$ cat config.mk
export PLATFORM = sky130hd
export DESIGN_NAME = length_framed_packet_receiver_unit
export DESIGN_NICKNAME = d
export VERILOG_FILES = /design/src/sv/lfpr_pkg.sv /design/src/sv/lfpr_tracker.sv /design/src/sv/lfpr_out_stage.sv /design/src/sv/length_framed_packet_receiver_unit.sv
export VERILOG_INCLUDE_DIRS = /design/src /design/src/sv
export SDC_FILE = /design/constraint.sdc
export NUM_CORES = 1
export LEC_CHECK = 0
export BUFFER_PORTS_ARGS = -buffer_cell sky130_fd_sc_hd__buf_2
export CORE_UTILIZATION = 35
export CTS_CLUSTER_DIAMETER = 80
export CTS_CLUSTER_SIZE = 16
export DETAILED_ROUTE_END_ITERATION = 6
export PLACE_DENSITY = 0.58
export SYNTH_ARGS = -nofsm -noshare
export SYNTH_HDL_FRONTEND = slang
export SYNTH_SLANG_ARGS = --single-unit
$ cat constraint.sdc
create_clock -name clk -period 6.6 [get_ports clk]
set_input_delay 1.65 -clock clk [delete_from_list [all_inputs] [get_ports clk]]
set_output_delay 1.65 -clock clk [all_outputs]
set_load 0.01 [all_outputs]
$ cat src/sv/length_framed_packet_receiver_unit_assert.svh
// Assertion macros shared by the receiver RTL.
`ifndef LENGTH_FRAMED_PACKET_RECEIVER_UNIT_ASSERT_SVH
`define LENGTH_FRAMED_PACKET_RECEIVER_UNIT_ASSERT_SVH

// Same-cycle implication, checked on every rising edge outside reset.
`define LFPR_ASSERT_NOW(label, ante, cons, msg) \
	label: assert property (@(posedge clk) disable iff (!arst_n) (ante) |-> (cons)) \
		else $error(msg);

// Next-cycle implication, checked on every rising edge outside reset.
`define LFPR_ASSERT_NEXT(label, ante, cons, msg) \
	label: assert property (@(posedge clk) disable iff (!arst_n) (ante) |=> (cons)) \
		else $error(msg);

`endif

$ cat src/sv/lfpr_pkg.sv
package lfpr_pkg;

	// Frame layout: start marker, type, four timestamp bytes, length byte.
	localparam logic [7:0] HEADER_BYTES  = 8'd7;
	localparam logic [7:0] POS_HUNT      = 8'd0;
	localparam logic [7:0] POS_TYPE      = 8'd1;
	localparam logic [7:0] POS_LENGTH    = 8'd6;
	// Payload length cap that keeps every frame position below 255 in 8 bits.
	localparam logic [7:0] LIMIT_CEILING = 8'd247;

	localparam logic [7:0] START_MARKER_RESET = 8'hAA;
	localparam logic [7:0] MAX_PAYLOAD_RESET  = 8'd200;

	// Configuration register indexes.
	localparam logic REG_START_MARKER = 1'b0;
	localparam logic REG_MAX_PAYLOAD  = 1'b1;

	// Result kinds.
	localparam logic [1:0] KIND_PAYLOAD   = 2'd0;
	localparam logic [1:0] KIND_GOOD      = 2'd1;
	localparam logic [1:0] KIND_BAD_SUM   = 2'd2;
	localparam logic [1:0] KIND_TOO_LONG  = 2'd3;

	typedef struct packed {
		logic [1:0]  kind;
		logic [7:0]  payload_byte;
		logic [7:0]  byte_index;
		logic [7:0]  frame_type;
		logic [31:0] frame_timestamp;
		logic [7:0]  frame_length;
		logic        frame_end;
	} result_t;

	typedef struct packed {
		logic load;     // an item was accepted this cycle
		logic produce;  // that item yields a result
	} step_ctl_t;

endpackage

$ cat src/sv/lfpr_tracker.sv
module lfpr_tracker (
	input  logic                clk,
	input  logic                arst_n,
	input  logic                load,
	input  logic [7:0]          rx_byte,
	input  logic [7:0]          start_marker,
	input  logic [7:0]          max_payload,
	output lfpr_pkg::step_ctl_t ctl,
	output lfpr_pkg::result_t   result
);

	logic [7:0]  pos_q;
	logic [7:0]  xor_q;
	logic [7:0]  type_q;
	logic [31:0] stamp_q;
	logic [7:0]  length_q;

	logic [7:0]  pos_d;
	logic [7:0]  xor_d;
	logic [7:0]  type_d;
	logic [31:0] stamp_d;
	logic [7:0]  length_d;
	logic [7:0]  limit;
	logic [7:0]  rel;
	logic        produce;
	logic [1:0]  kind;
	logic        is_payload;

	assign limit = (max_payload > lfpr_pkg::LIMIT_CEILING) ? lfpr_pkg::LIMIT_CEILING
		: max_payload;
	assign rel = pos_q - lfpr_pkg::HEADER_BYTES;

	always_comb begin
		pos_d      = pos_q;
		xor_d      = xor_q;
		type_d     = type_q;
		stamp_d    = stamp_q;
		length_d   = length_q;
		produce    = 1'b0;
		kind       = lfpr_pkg::KIND_PAYLOAD;
		is_payload = 1'b0;
		priority if (pos_q == lfpr_pkg::POS_HUNT) begin
			if (rx_byte == start_marker) begin
				xor_d = rx_byte;
				pos_d = lfpr_pkg::POS_TYPE;
			end
		end else if (pos_q == lfpr_pkg::POS_TYPE) begin
			type_d = rx_byte;
			xor_d  = xor_q ^ rx_byte;
			pos_d  = pos_q + 8'd1;
		end else if (pos_q < lfpr_pkg::POS_LENGTH) begin
			stamp_d = {stamp_q[23:0], rx_byte};
			xor_d   = xor_q ^ rx_byte;
			pos_d   = pos_q + 8'd1;
		end else if (pos_q == lfpr_pkg::POS_LENGTH) begin
			length_d = rx_byte;
			xor_d    = xor_q ^ rx_byte;
			if (rx_byte > limit) begin
				// Oversized frame: report it and go straight back to hunting.
				pos_d   = lfpr_pkg::POS_HUNT;
				produce = 1'b1;
				kind    = lfpr_pkg::KIND_TOO_LONG;
			end else begin
				pos_d = lfpr_pkg::HEADER_BYTES;
			end
		end else if (rel < length_q) begin
			xor_d      = xor_q ^ rx_byte;
			pos_d      = pos_q + 8'd1;
			produce    = 1'b1;
			is_payload = 1'b1;
		end else begin
			// Checksum byte closes the frame.
			pos_d   = lfpr_pkg::POS_HUNT;
			produce = 1'b1;
			kind    = (rx_byte == xor_q) ? lfpr_pkg::KIND_GOOD : lfpr_pkg::KIND_BAD_SUM;
		end
	end

	always_ff @(posedge clk or negedge arst_n) begin
		if (!arst_n) begin
			pos_q    <= lfpr_pkg::POS_HUNT;
			xor_q    <= '0;
			type_q   <= '0;
			stamp_q  <= '0;
			length_q <= '0;
		end else if (load) begin
			pos_q    <= pos_d;
			xor_q    <= xor_d;
			type_q   <= type_d;
			stamp_q  <= stamp_d;
			length_q <= length_d;
		end
	end

	assign ctl.load    = load;
	assign ctl.produce = produce;

	assign result.kind            = kind;
	assign result.payload_byte    = is_payload ? rx_byte : 8'd0;
	assign result.byte_index      = is_payload ? rel : 8'd0;
	assign result.frame_type      = type_d;
	assign result.frame_timestamp = stamp_d;
	assign result.frame_length    = length_d;
	assign result.frame_end       = ~is_payload;

endmodule

$ cat src/sv/lfpr_out_stage.sv
module lfpr_out_stage (
	input  logic                clk,
	input  logic                arst_n,
	input  lfpr_pkg::step_ctl_t ctl,
	input  lfpr_pkg::result_t   result,
	input  logic                out_ready,
	output logic                out_valid,
	output logic                room,
	output lfpr_pkg::result_t   held
);

	logic              valid_q;
	lfpr_pkg::result_t data_q;

	// A new item may enter when the register is empty or drains this cycle.
	assign room = ~valid_q | out_ready;

	always_ff @(posedge clk or negedge arst_n) begin
		if (!arst_n) begin
			valid_q <= 1'b0;
		end else if (ctl.load) begin
			valid_q <= ctl.produce;
		end else if (out_ready) begin
			valid_q <= 1'b0;
		end
	end

	always_ff @(posedge clk) begin
		if (ctl.load && ctl.produce) begin
			data_q <= result;
		end
	end

	assign out_valid = valid_q;
	assign held      = data_q;

endmodule

$ cat src/sv/length_framed_packet_receiver_unit.sv
// Any result item of an accepted byte is registered and offered on out_valid in the next cycle.
// Throughput: one byte per cycle; the single output register drains and refills in the
// same cycle, so in_ready only drops while a result waits and out_ready is low.
// Reset (arst_n low, asynchronous): hunting for the start marker, checksum and header
// holds cleared, no result pending, start_marker = 0xAA and max_payload = 200.
module length_framed_packet_receiver_unit (
	input  logic        clk,
	input  logic        arst_n,
	// Configuration write port.
	input  logic        wr_en,
	input  logic        wr_index,
	input  logic [7:0]  wr_data,
	// Input channel: one received byte per item.
	input  logic        in_valid,
	output logic        in_ready,
	input  logic [7:0]  rx_byte,
	// Output channel: payload bytes and frame status items.
	output logic        out_valid,
	input  logic        out_ready,
	output logic [1:0]  kind,
	output logic [7:0]  payload_byte,
	output logic [7:0]  byte_index,
	output logic [7:0]  frame_type,
	output logic [31:0] frame_timestamp,
	output logic [7:0]  frame_length,
	output logic        frame_end
);

	`include "length_framed_packet_receiver_unit_assert.svh"

	// Configuration registers. The user must see that they are only written while the block
	// is idle, so the tracker may read them directly; the block itself does not enforce it.
	logic [7:0] start_marker_q;
	logic [7:0] max_payload_q;

	always_ff @(posedge clk or negedge arst_n) begin
		if (!arst_n) begin
			start_marker_q <= lfpr_pkg::START_MARKER_RESET;
			max_payload_q  <= lfpr_pkg::MAX_PAYLOAD_RESET;
		end else if (wr_en) begin
			unique case (wr_index)
				lfpr_pkg::REG_START_MARKER: start_marker_q <= wr_data;
				lfpr_pkg::REG_MAX_PAYLOAD:  max_payload_q  <= wr_data;
				default: ;
			endcase
		end
	end

	// An item is taken whenever the output register has room for its result.
	logic                room;
	logic                load;
	lfpr_pkg::step_ctl_t ctl;
	lfpr_pkg::result_t   result;
	lfpr_pkg::result_t   held;

	assign in_ready = room;
	assign load     = in_valid & room;

	// The tracker holds the frame position, running XOR and header fields,
	// and works out the result of the accepted byte in the same cycle.
	lfpr_tracker u_tracker (
		.clk          (clk),
		.arst_n       (arst_n),
		.load         (load),
		.rx_byte      (rx_byte),
		.start_marker (start_marker_q),
		.max_payload  (max_payload_q),
		.ctl          (ctl),
		.result       (result)
	);

	// The result register separates the input side from the output side.
	lfpr_out_stage u_out_stage (
		.clk       (clk),
		.arst_n    (arst_n),
		.ctl       (ctl),
		.result    (result),
		.out_ready (out_ready),
		.out_valid (out_valid),
		.room      (room),
		.held      (held)
	);

	assign kind            = held.kind;
	assign payload_byte    = held.payload_byte;
	assign byte_index      = held.byte_index;
	assign frame_type      = held.frame_type;
	assign frame_timestamp = held.frame_timestamp;
	assign frame_length    = held.frame_length;
	assign frame_end       = held.frame_end;

	// Status items, and only status items, close a frame.
	`LFPR_ASSERT_NOW(a_end_matches_kind, out_valid,
		frame_end == (kind != lfpr_pkg::KIND_PAYLOAD), "frame_end disagrees with kind")
	// A payload byte always lies inside the announced length.
	`LFPR_ASSERT_NOW(a_index_in_range, out_valid && kind == lfpr_pkg::KIND_PAYLOAD,
		byte_index < frame_length, "payload index beyond frame length")
	// An empty output register never holds off the input.
	`LFPR_ASSERT_NOW(a_ready_when_empty, !out_valid, in_ready, "input stalled while empty")
	// A stalled result is never overwritten.
	`LFPR_ASSERT_NEXT(a_stall_holds, out_valid && !out_ready, out_valid && $stable(kind),
		"pending result lost")

endmodule
* Word level (Yosys, flattened, before mapping) *
Cells that the tools add are included.

storage, ports and cells
  output and inout port bits = 69
  flip-flop bits (word level) = 148
  logic and storage cells = 80

operators by class
  bitwise operators = 6
  magnitude comparators = 4
  muxes and demuxes = 39
  add/sub/neg operators = 2
  reductions and logical operators = 9
  equal/unequal tests = 5

operator list
  operator                                                    count
  2-to-1 mux 8 bit                                            19
  2-to-1 mux 32 bit                                           3
  equality test 8 bit                                         2
  2-to-1 mux 1 bit                                            12
  adder 8 x 1 -> 8 bit, second input constant                 1
  equality test 8 x 1 -> 1 bit, second input constant         1
  equality test 8 x 3 -> 1 bit, second input constant         1
  > comparator 8 bit                                          1
  > comparator 8 bit, second input constant                   1
  logical NOT 8 bit                                           1
  less-than comparator 8 x 3 -> 1 bit, second input constant  1
  less-than comparator 8 bit                                  1
  2-to-1 mux 2 bit                                            4
  subtractor 8 x 3 -> 8 bit, second input constant            1
  XOR 8 bit                                                   1
  AND reduction 2 bit                                         3
  nonzero test 5 bit                                          1
  2-to-1 mux 3 bit                                            1
  inverter 1 bit                                              3
  AND reduction 3 bit                                         1
  OR reduction 3 bit                                          1
  != test 2 bit, second input constant                        1
  nonzero test 2 bit                                          1
  AND 1 bit                                                   1
  other kinds (2)                                             2

* Depth between registers and ports, before layout *
Gate-level depths: netlist of the first run.

  depth after elaboration = 9
  gate-level depth with buffers = 12
  gate-level depth less buffers = 11

* By module *
A second synthesis of the first run with hierarchy kept.

second synthesis, totals
  cell total of the unflattened synthesis = 525
  area, all modules = 7,161.9 sq um

by module, submodules not included
  module                              area an instance (sq um)  cells an instance  times used
  lfpr_tracker                        4,465.5                   418                1
  lfpr_out_stage                      2,067.0                   71                 1
  length_framed_packet_receiver_unit  629.4                     36                 1

* Worst setup path before layout of the first run *
Ideal clock, no wire load.

  kind = in2reg
  start point = input port rx_byte[0]
  end point = register u_out_stage.data_q (netlist bit u_out_stage.held[0]), enable pin
  path buffers = 1
  data arrival time = 6,287 ps
  stages on the path = 9
  setup slack = -201 ps
  setup time = 514 ps
  data required time = 6,086 ps
  cell sequence = clkbuf_1 -> inv_1 -> ha_1 -> and4b_1 -> a211oi_1 -> o211ai_1 -> o21ai_0 -> a21o_1 -> a21oi_1

between the ends
  cells in the longest elaborated chain, start to end = 7

RTL lines
  element               line                                      RTL
  from (decl)           length_framed_packet_receiver_unit.sv:16  input logic [7:0] rx_byte,
  > comparator 8 bit    lfpr_tracker.sv:58                        if (rx_byte > limit) begin
  2-to-1 mux 1 bit      lfpr_tracker.sv:58
  2-to-1 mux 1 bit      lfpr_tracker.sv:55                        end else if (pos_q == lfpr_pkg::POS_LENGTH) begin
  2-to-1 mux 1 bit      lfpr_tracker.sv:51                        end else if (pos_q < lfpr_pkg::POS_LENGTH) begin
  2-to-1 mux 1 bit      lfpr_tracker.sv:47                        end else if (pos_q == lfpr_pkg::POS_TYPE) begin
  2-to-1 mux 1 bit      lfpr_tracker.sv:42                        priority if (pos_q == lfpr_pkg::POS_HUNT) begin
  logical AND 1 bit     lfpr_out_stage.sv:29                      if (ctl.load && ctl.produce) begin
  to (signal assigned)  lfpr_out_stage.sv:30                      data_q <= result;
  to (decl)             lfpr_out_stage.sv:13                      lfpr_pkg::result_t data_q;

No other way between the ends.
A chain may end at the register's enable or synchronous reset.

* Final worst setup path of the first run *
  start point = input port rx_byte[2]
  end point = register u_out_stage.data_q (netlist bit u_out_stage.held[58]), enable pin

Same word-level chain as after synthesis.

==> results.md, run 1 <==
- Cell type with the largest total area after synthesis: edfxtp_1
- FF+latch count, synth: about 150
- Startpoint Class: input pin
- Overall die area: 20700 um^2
- Maximum VDD drop: between 200 and 250 uV
- Die H: 144 um
- Pin count of the biggest net entering global routing: slightly below 70
- Overall global routing resource usage: 0.161
- Setup tns final: 0 ps
- Power per standard cell area: 519 nW/um^2
- Via Count: 4339
- Synthesized area per cell: between 10 and 15 um^2
- Synthesized net count: 541
- Hold Crit Class: flip-flop to flip-flop
- Unrepaired setup endpoints after global routing: no
- Clock slew at reported path FFs: 60 ps
- Vias in the first global route: approximately 4500
- Hold Slack: 485 ps
- Worst R2R Start: u_tracker.pos_q[1]
- Worst EP arrival: just over 4000 ps
- Min Tclk post-route: 3990 ps
- CP max FO: 67
- Largest family of logic cells by synthesized area: multiplexers
- Gr ovfl total: 0
- Tcrit/Tclk final: 0.605
- Distinct cells, synth: 60
- Post_cts resized: 0
- Outcome: finished, final reports clean
- MaxCap Viol Count: 0
- Synth top area share: 0.286
- Switch Pwr: 1.53 mW
- Die W: 144 um
- Final #Nets: 630
- Num CTS Buffers: 17
- FILL cells: 1823
- Synth Cell Area: 7050 um^2
- Clock skew: just over 8 ps
- Post-synth EDFFs: 67
- Postcts setup bufs: 0
- Pins Over Slew Limit: 0
- Crit Path Class: input pin to flip-flop
- FFs w/ async S/R, synth: 0.547
- Hold_sp: u_tracker.stamp_q[25]
- Pre-CTS WS: 2140 ps
- First-pass GRT wire length: 24700 um
- Placer Congestion: 0.898
- Clk pwr share: 0.230
- Sink Count: 148
- Post-Synth Adder-Cell Area: 0.0337
- Most instantiated cells after synthesis: dfrtp_1 (74), mux2_2 (73), edfxtp_1 (67), mux2_1 (32), ha_1 (19)
- Antenna-violating nets left: 0
- Clk_lat worst skew: 430 ps
- Fmax: 0.250 GHz
- Setup crit end kind: flip-flop
- DRC: 0
- Via density: 5.00
- Final Non-Filler Cells: 867
- Top-count cell post-synth: dfrtp_1
- Synth Area in Simple Gates: 0.0883
- DP HPWL: 10700 um
- Internal: 2.81 mW
- Buffers on Ports: 90
- Leakage: about 3.5 nW
- Synth Area in XOR/XNOR: 0.0273
- Worst path setup slack after routing: 2610 ps
- CTS tree: done
- Mapped Cells: 500
- Clock Path Buffers: 2
- Root Buffer Master: clkbuf_16
- Core area: 19600 um^2
- Area Growth Syn to Fin: 18.6%
- Sequential power share: 0.377
- Post-synthesis sequential area ratio: 0.574
- Routed WL: 15500 um
- Placed cells: 835
- # setup viols final: 0
- Slew headroom: 0.389
- Ys flop type: dfrtp_1
- DR WL/cell: 17.9 um
- # diodes: 0
- # H-tree levels: 4
- Starting Density: 0.360
- Cts hold-fix bufs: 0
- Number of core rows: 51
- TritonRoute pass-1 iters: 4
- Net Sw Frac: 0.353
- Synthesis Warnings: 0
- Layout cells sized above 1: 0.385
- Worst Setup SP: rx_byte[2]
- Initial DRC count: 274
- Io pins: 91
- Initial antenna violation count: 0
- Hold Vio Cnt, Final: 0
- Fraction of the mapped netlist area in compound gates: 0.0547
- CP Data Required Time: around 6700 ps
- Top cells by area, synth: edfxtp_1 (29%), dfrtp_1 (26%), mux2_2 (12%)
- Setup slack, reg-to-reg: 2710 ps
- Post-synthesis mux area share: 0.195
- Logic gate share of total power: 0.393
- Actual slew at the worst max-slew pin: 917 ps
-- layout make-up --
type / count / area [um^2] / area share
clock buffers: 17 / 425 / 0.0509
clock inverters: 15 / 190 / 0.0228
inverters: 15 / 56.3 / 0.00674
multi-input cells: 313 / 2820 / 0.338
flip-flops and latches: 148 / 4050 / 0.484
well taps: 265 / 332 / 0.0397
repair buffers: 94 / 483 / 0.0578
-- power by group through the flow --
stage          Combinational (mW)  Clock [mW]  Sequential (mW)
6_report                     1.70       0.997             1.64
5_1_grt                      1.88        1.06             1.67
4_1_cts                      1.72        1.03             1.64
3_5_place_dp                 1.72           0             1.65
3_3_place_gp                 1.68           0             1.64
2_1_floorplan                1.26           0             1.63
-- path summary, 6_finish.rpt --
check | end | cells past startpoint
hold / removal | u_tracker.stamp_q[25] | 1
setup reg to reg | u_tracker.xor_q[4] | 11
min in group asynchronous | start_marker_q[6] | 1
setup / recovery | u_out_stage.held[58] | 9
max in group asynchronous | u_tracker.stamp_q[16] | 2
hold reg to reg | u_tracker.stamp_q[25] | 1
-- critical path: stages --
cell and delay [ps]:
buf_2 200, ha_1 350, and4b_1 210, a211oi_1 60, o211ai_1 150, o21ai_0 250, a21o_1 290, a21oi_4 140
buf_4 700
-- state kept, by name, indices dropped and copies added (netlist names) --
register,cells
max_payload_q,8
start_marker_q,8
u_out_stage.held,67
u_out_stage.out_valid,1
u_tracker.length_q,8
u_tracker.pos_q,8
u_tracker.stamp_q,32
u_tracker.type_q,8
u_tracker.xor_q,8
-- metal layers --
layer	share of wire	global-route usage
met1	0.48	0.216
met4	0.022	0.0756
met5	0	0
met2	0.45	0.246
met3	0.044	0.0367
-- through the flow --
| step | cell area (um^2) | power, mW | util |
|---|---|---|---|
| 3_5_place_dp | 7740 | 3.37 | 0.395 |
| 4_1_cts | 8360 | 4.39 | 0.427 |
| 6_report | 8360 | 4.34 | 0.427 |
| 5_1_grt | 8360 | 4.62 | 0.427 |
| 3_3_place_gp | 7740 | 3.32 | 0.395 |
| 2_1_floorplan | 7050 | 2.89 | - |
-- logic make-up after synthesis --
kind of cell / count (synthesis)
AO/OA/AOI/OAI: 49
buffers and inverters: 39
adder cells (fa/ha/maj): 19
AND/OR/NAND/NOR: 103
flip-flops: 148
multiplexers: 120
XOR/XNOR: 22
-- cells in the final DEF, fill, tap and decap left out, drive strengths merged, types with 3 or more instances in the layout --
cell,count
nor3b,8
a31oi,3
ha,19
buf,94
edfxtp,67
o21ai,6
dfrtp,74
and3,17
inv,22
dfstp,7
nor2b,8
nor2,15
nor3,7
mux2i,7
a21o,12
mux2,113
xnor2,17
o21a,3
nand2,15
nand4,8
nand3,8
or4,3
a21oi,6
clkbuf,17
clkinv,6
xor2,5
nand2b,4
and2,3
a221o,3
No activity file was read; power rests on OpenSTA's default activity.
==> inputs of run 2 (changes only) <==
==> constraint.sdc (replaced) <==
create_clock -name clk -period 3.7 [get_ports clk]
set_input_delay 0.925 -clock clk [delete_from_list [all_inputs] [get_ports clk]]
set_output_delay 0.925 -clock clk [all_outputs]
set_load 0.01 [all_outputs]
==> results.md, run 2 (same netlist as run 1, synthesis figures left out) <==
- Startpoint Class: flip-flop
- Sink Count: 148 (unchanged)
- CP max FO: 8 (-88%)
- CP Data Required Time: 4050 ps (-2600 ps)
- Final #Nets: 636 (+0.95%)
- Actual slew at the worst max-slew pin: 790 ps (-127 ps)
- Most frequent cells in the layout: buf_2 (89), dfrtp_1 (74), mux2_2 (73)
- Max reg flops: 67 (unchanged)
- Area Growth Syn to Fin: 18.7% (about the same)
- Core area: 19600 um^2 (unchanged)
- # setup viols final: 0 (unchanged)
- Via density: 4.89 (-2.3%)
- Cts hold-fix bufs: 0 (unchanged)
- Setup crit end kind: flip-flop
- Pins Over Slew Limit: 0 (unchanged)
- Metal-1 WL: 7210 um (-3.1%)
- Routed WL: 15400 um (-0.45%)
- Post_cts resized: 0 (unchanged)
- Outcome: finished, final reports clean
- Hold Vio Cnt, Final: 0 (unchanged)
- DRC: 0 (unchanged)
- Buffers on Ports: 90 (unchanged)
- Leakage: 3.51 nW (+0.31%)
- Clock slew at reported path FFs: 70 ps (about the same)
- Placed cells: 841 (+0.72%)
- Setup slack, reg-to-reg: 350 ps (-2360 ps)
- Clock skew: 10.8 ps (+2.52 ps)
- Min Tclk post-route: 3350 ps
- Crit Path Class: flip-flop to flip-flop
- Setup tns final: 0 ps (unchanged)
- Postcts setup bufs: 0 (unchanged)
- CTS tree: done
- Pre-CTS WS: 361 ps (-1780 ps)
- Io pins: 91 (unchanged)
- Unrepaired setup endpoints after global routing: no
- Commonest non-fill, non-tap cell in the layout: buf_2
- Layout cells sized above 1: 0.393 (+0.00771)
- TritonRoute pass-1 iters: 4 (unchanged)
- Vias in the first global route: 4467 (-1.5%)
- Highest metal used: met4
- Worst path setup slack after routing: 345 ps (-2260 ps)
- Overall global routing resource usage: 0.162 (+0.000367)
- Fmax: 0.298 GHz
- Initial DRC count: 237 (-14%)
- Via Count: 4270 (-1.6%)
- Clock Path Buffers: 2 (unchanged)
- Gr ovfl total: 0 (unchanged)
- MaxCap Viol Count: 0 (unchanged)
- Root Buffer Master: clkbuf_16
- Power per standard cell area: 908 nW/um^2 (+75%)
- Hold Crit Class: flip-flop to flip-flop
- DP HPWL: 10600 um (-1.4%)
- # diodes: 0 (unchanged)
- Maximum VDD drop: 358 uV (+69%)
- Final Non-Filler Cells: 873 (+0.69%)
- Fin util: 0.427 (about the same)
- First-pass GRT wire length: 24600 um (-0.11%)
- Die W: 144 um (unchanged)
- Starting Density: 0.360 (unchanged)
- Clk_lat worst skew: 430 ps (about the same)
- Final Total Pwr: 7.59 mW (+75%)
- Antenna-violating nets left: 0 (unchanged)
- Worst EP arrival: 3700 ps (-340 ps)
- Tcrit/Tclk final: 0.907
- Pin count of the biggest net entering global routing: 68 (unchanged)
- Initial antenna violation count: 0 (unchanged)
- DR WL/cell: 17.7 um (-1.1%)
- Overall die area: 20700 um^2 (unchanged)
- Number of core rows: 51 (unchanged)
- Slew headroom: 0.471 (+0.0824)
- Num CTS Buffers: 17 (unchanged)
- Die H: 144 um (unchanged)
- # H-tree levels: 4 (unchanged)
- Met3 wire len: 827 um (+20%)
- Placer Congestion: 0.864 (-3.7%)
- WL met2: 7170 um (+2.0%)
## run 2: per-layer routing
metal / global-route usage / vias up
met2: 0.252 / 116
met4: 0.0605 / 0
met3: 0.0387 / 17
li1: - / 2044
met1: 0.216 / 2093
met5: 0 / -
## run 2: per-stage QoR
stage	area (um^2)	hold slack, ps
floorplan	7060	454
global placement	7800	464
detailed placement	7800	471
CTS	8360	485
global route	8360	506
finish	8360	480
## run 2: path summary, 6_finish.rpt
check | from | to | depth (start not counted)
setup / recovery | u_tracker.pos_q[1] | u_tracker.xor_q[0] | 11
hold / removal | u_tracker.stamp_q[26] | u_tracker.stamp_q[26] | 1
setup reg to reg | u_tracker.pos_q[1] | u_tracker.xor_q[0] | 11
hold reg to reg | u_tracker.stamp_q[26] | u_tracker.stamp_q[26] | 1
max in group asynchronous | arst_n | max_payload_q[7] | 2
min in group asynchronous | arst_n | start_marker_q[6] | 1
## run 2: critical path, cell delays in order (launching register included)
cell	delay, ps
dfrtp_1	480
ha_1	300
a21oi_1	240
nor3b_1	260
xor2_1	220
ha_1	260
and2_1	150
a221o_1	370
a211o_1	350
a21o_4	260
mux2_2	260
o21ai_1	130
## run 2: report_power, final
part           total (mW)  internal [mW]  switching [mW]
combinational        3.07           1.49            1.57
clock                1.64          0.889           0.749
sequential           2.88           2.51           0.372
## run 2: cell type report
type	count	area (um^2)
Inverter	15	56.3
Sequential cell	148	4050
Tap cell	265	332
Clock buffer	17	425
Multi-Input combinational cell	313	2830
Timing Repair Buffer	100	541
Fill cell	1818	11200
Clock inverter	15	136
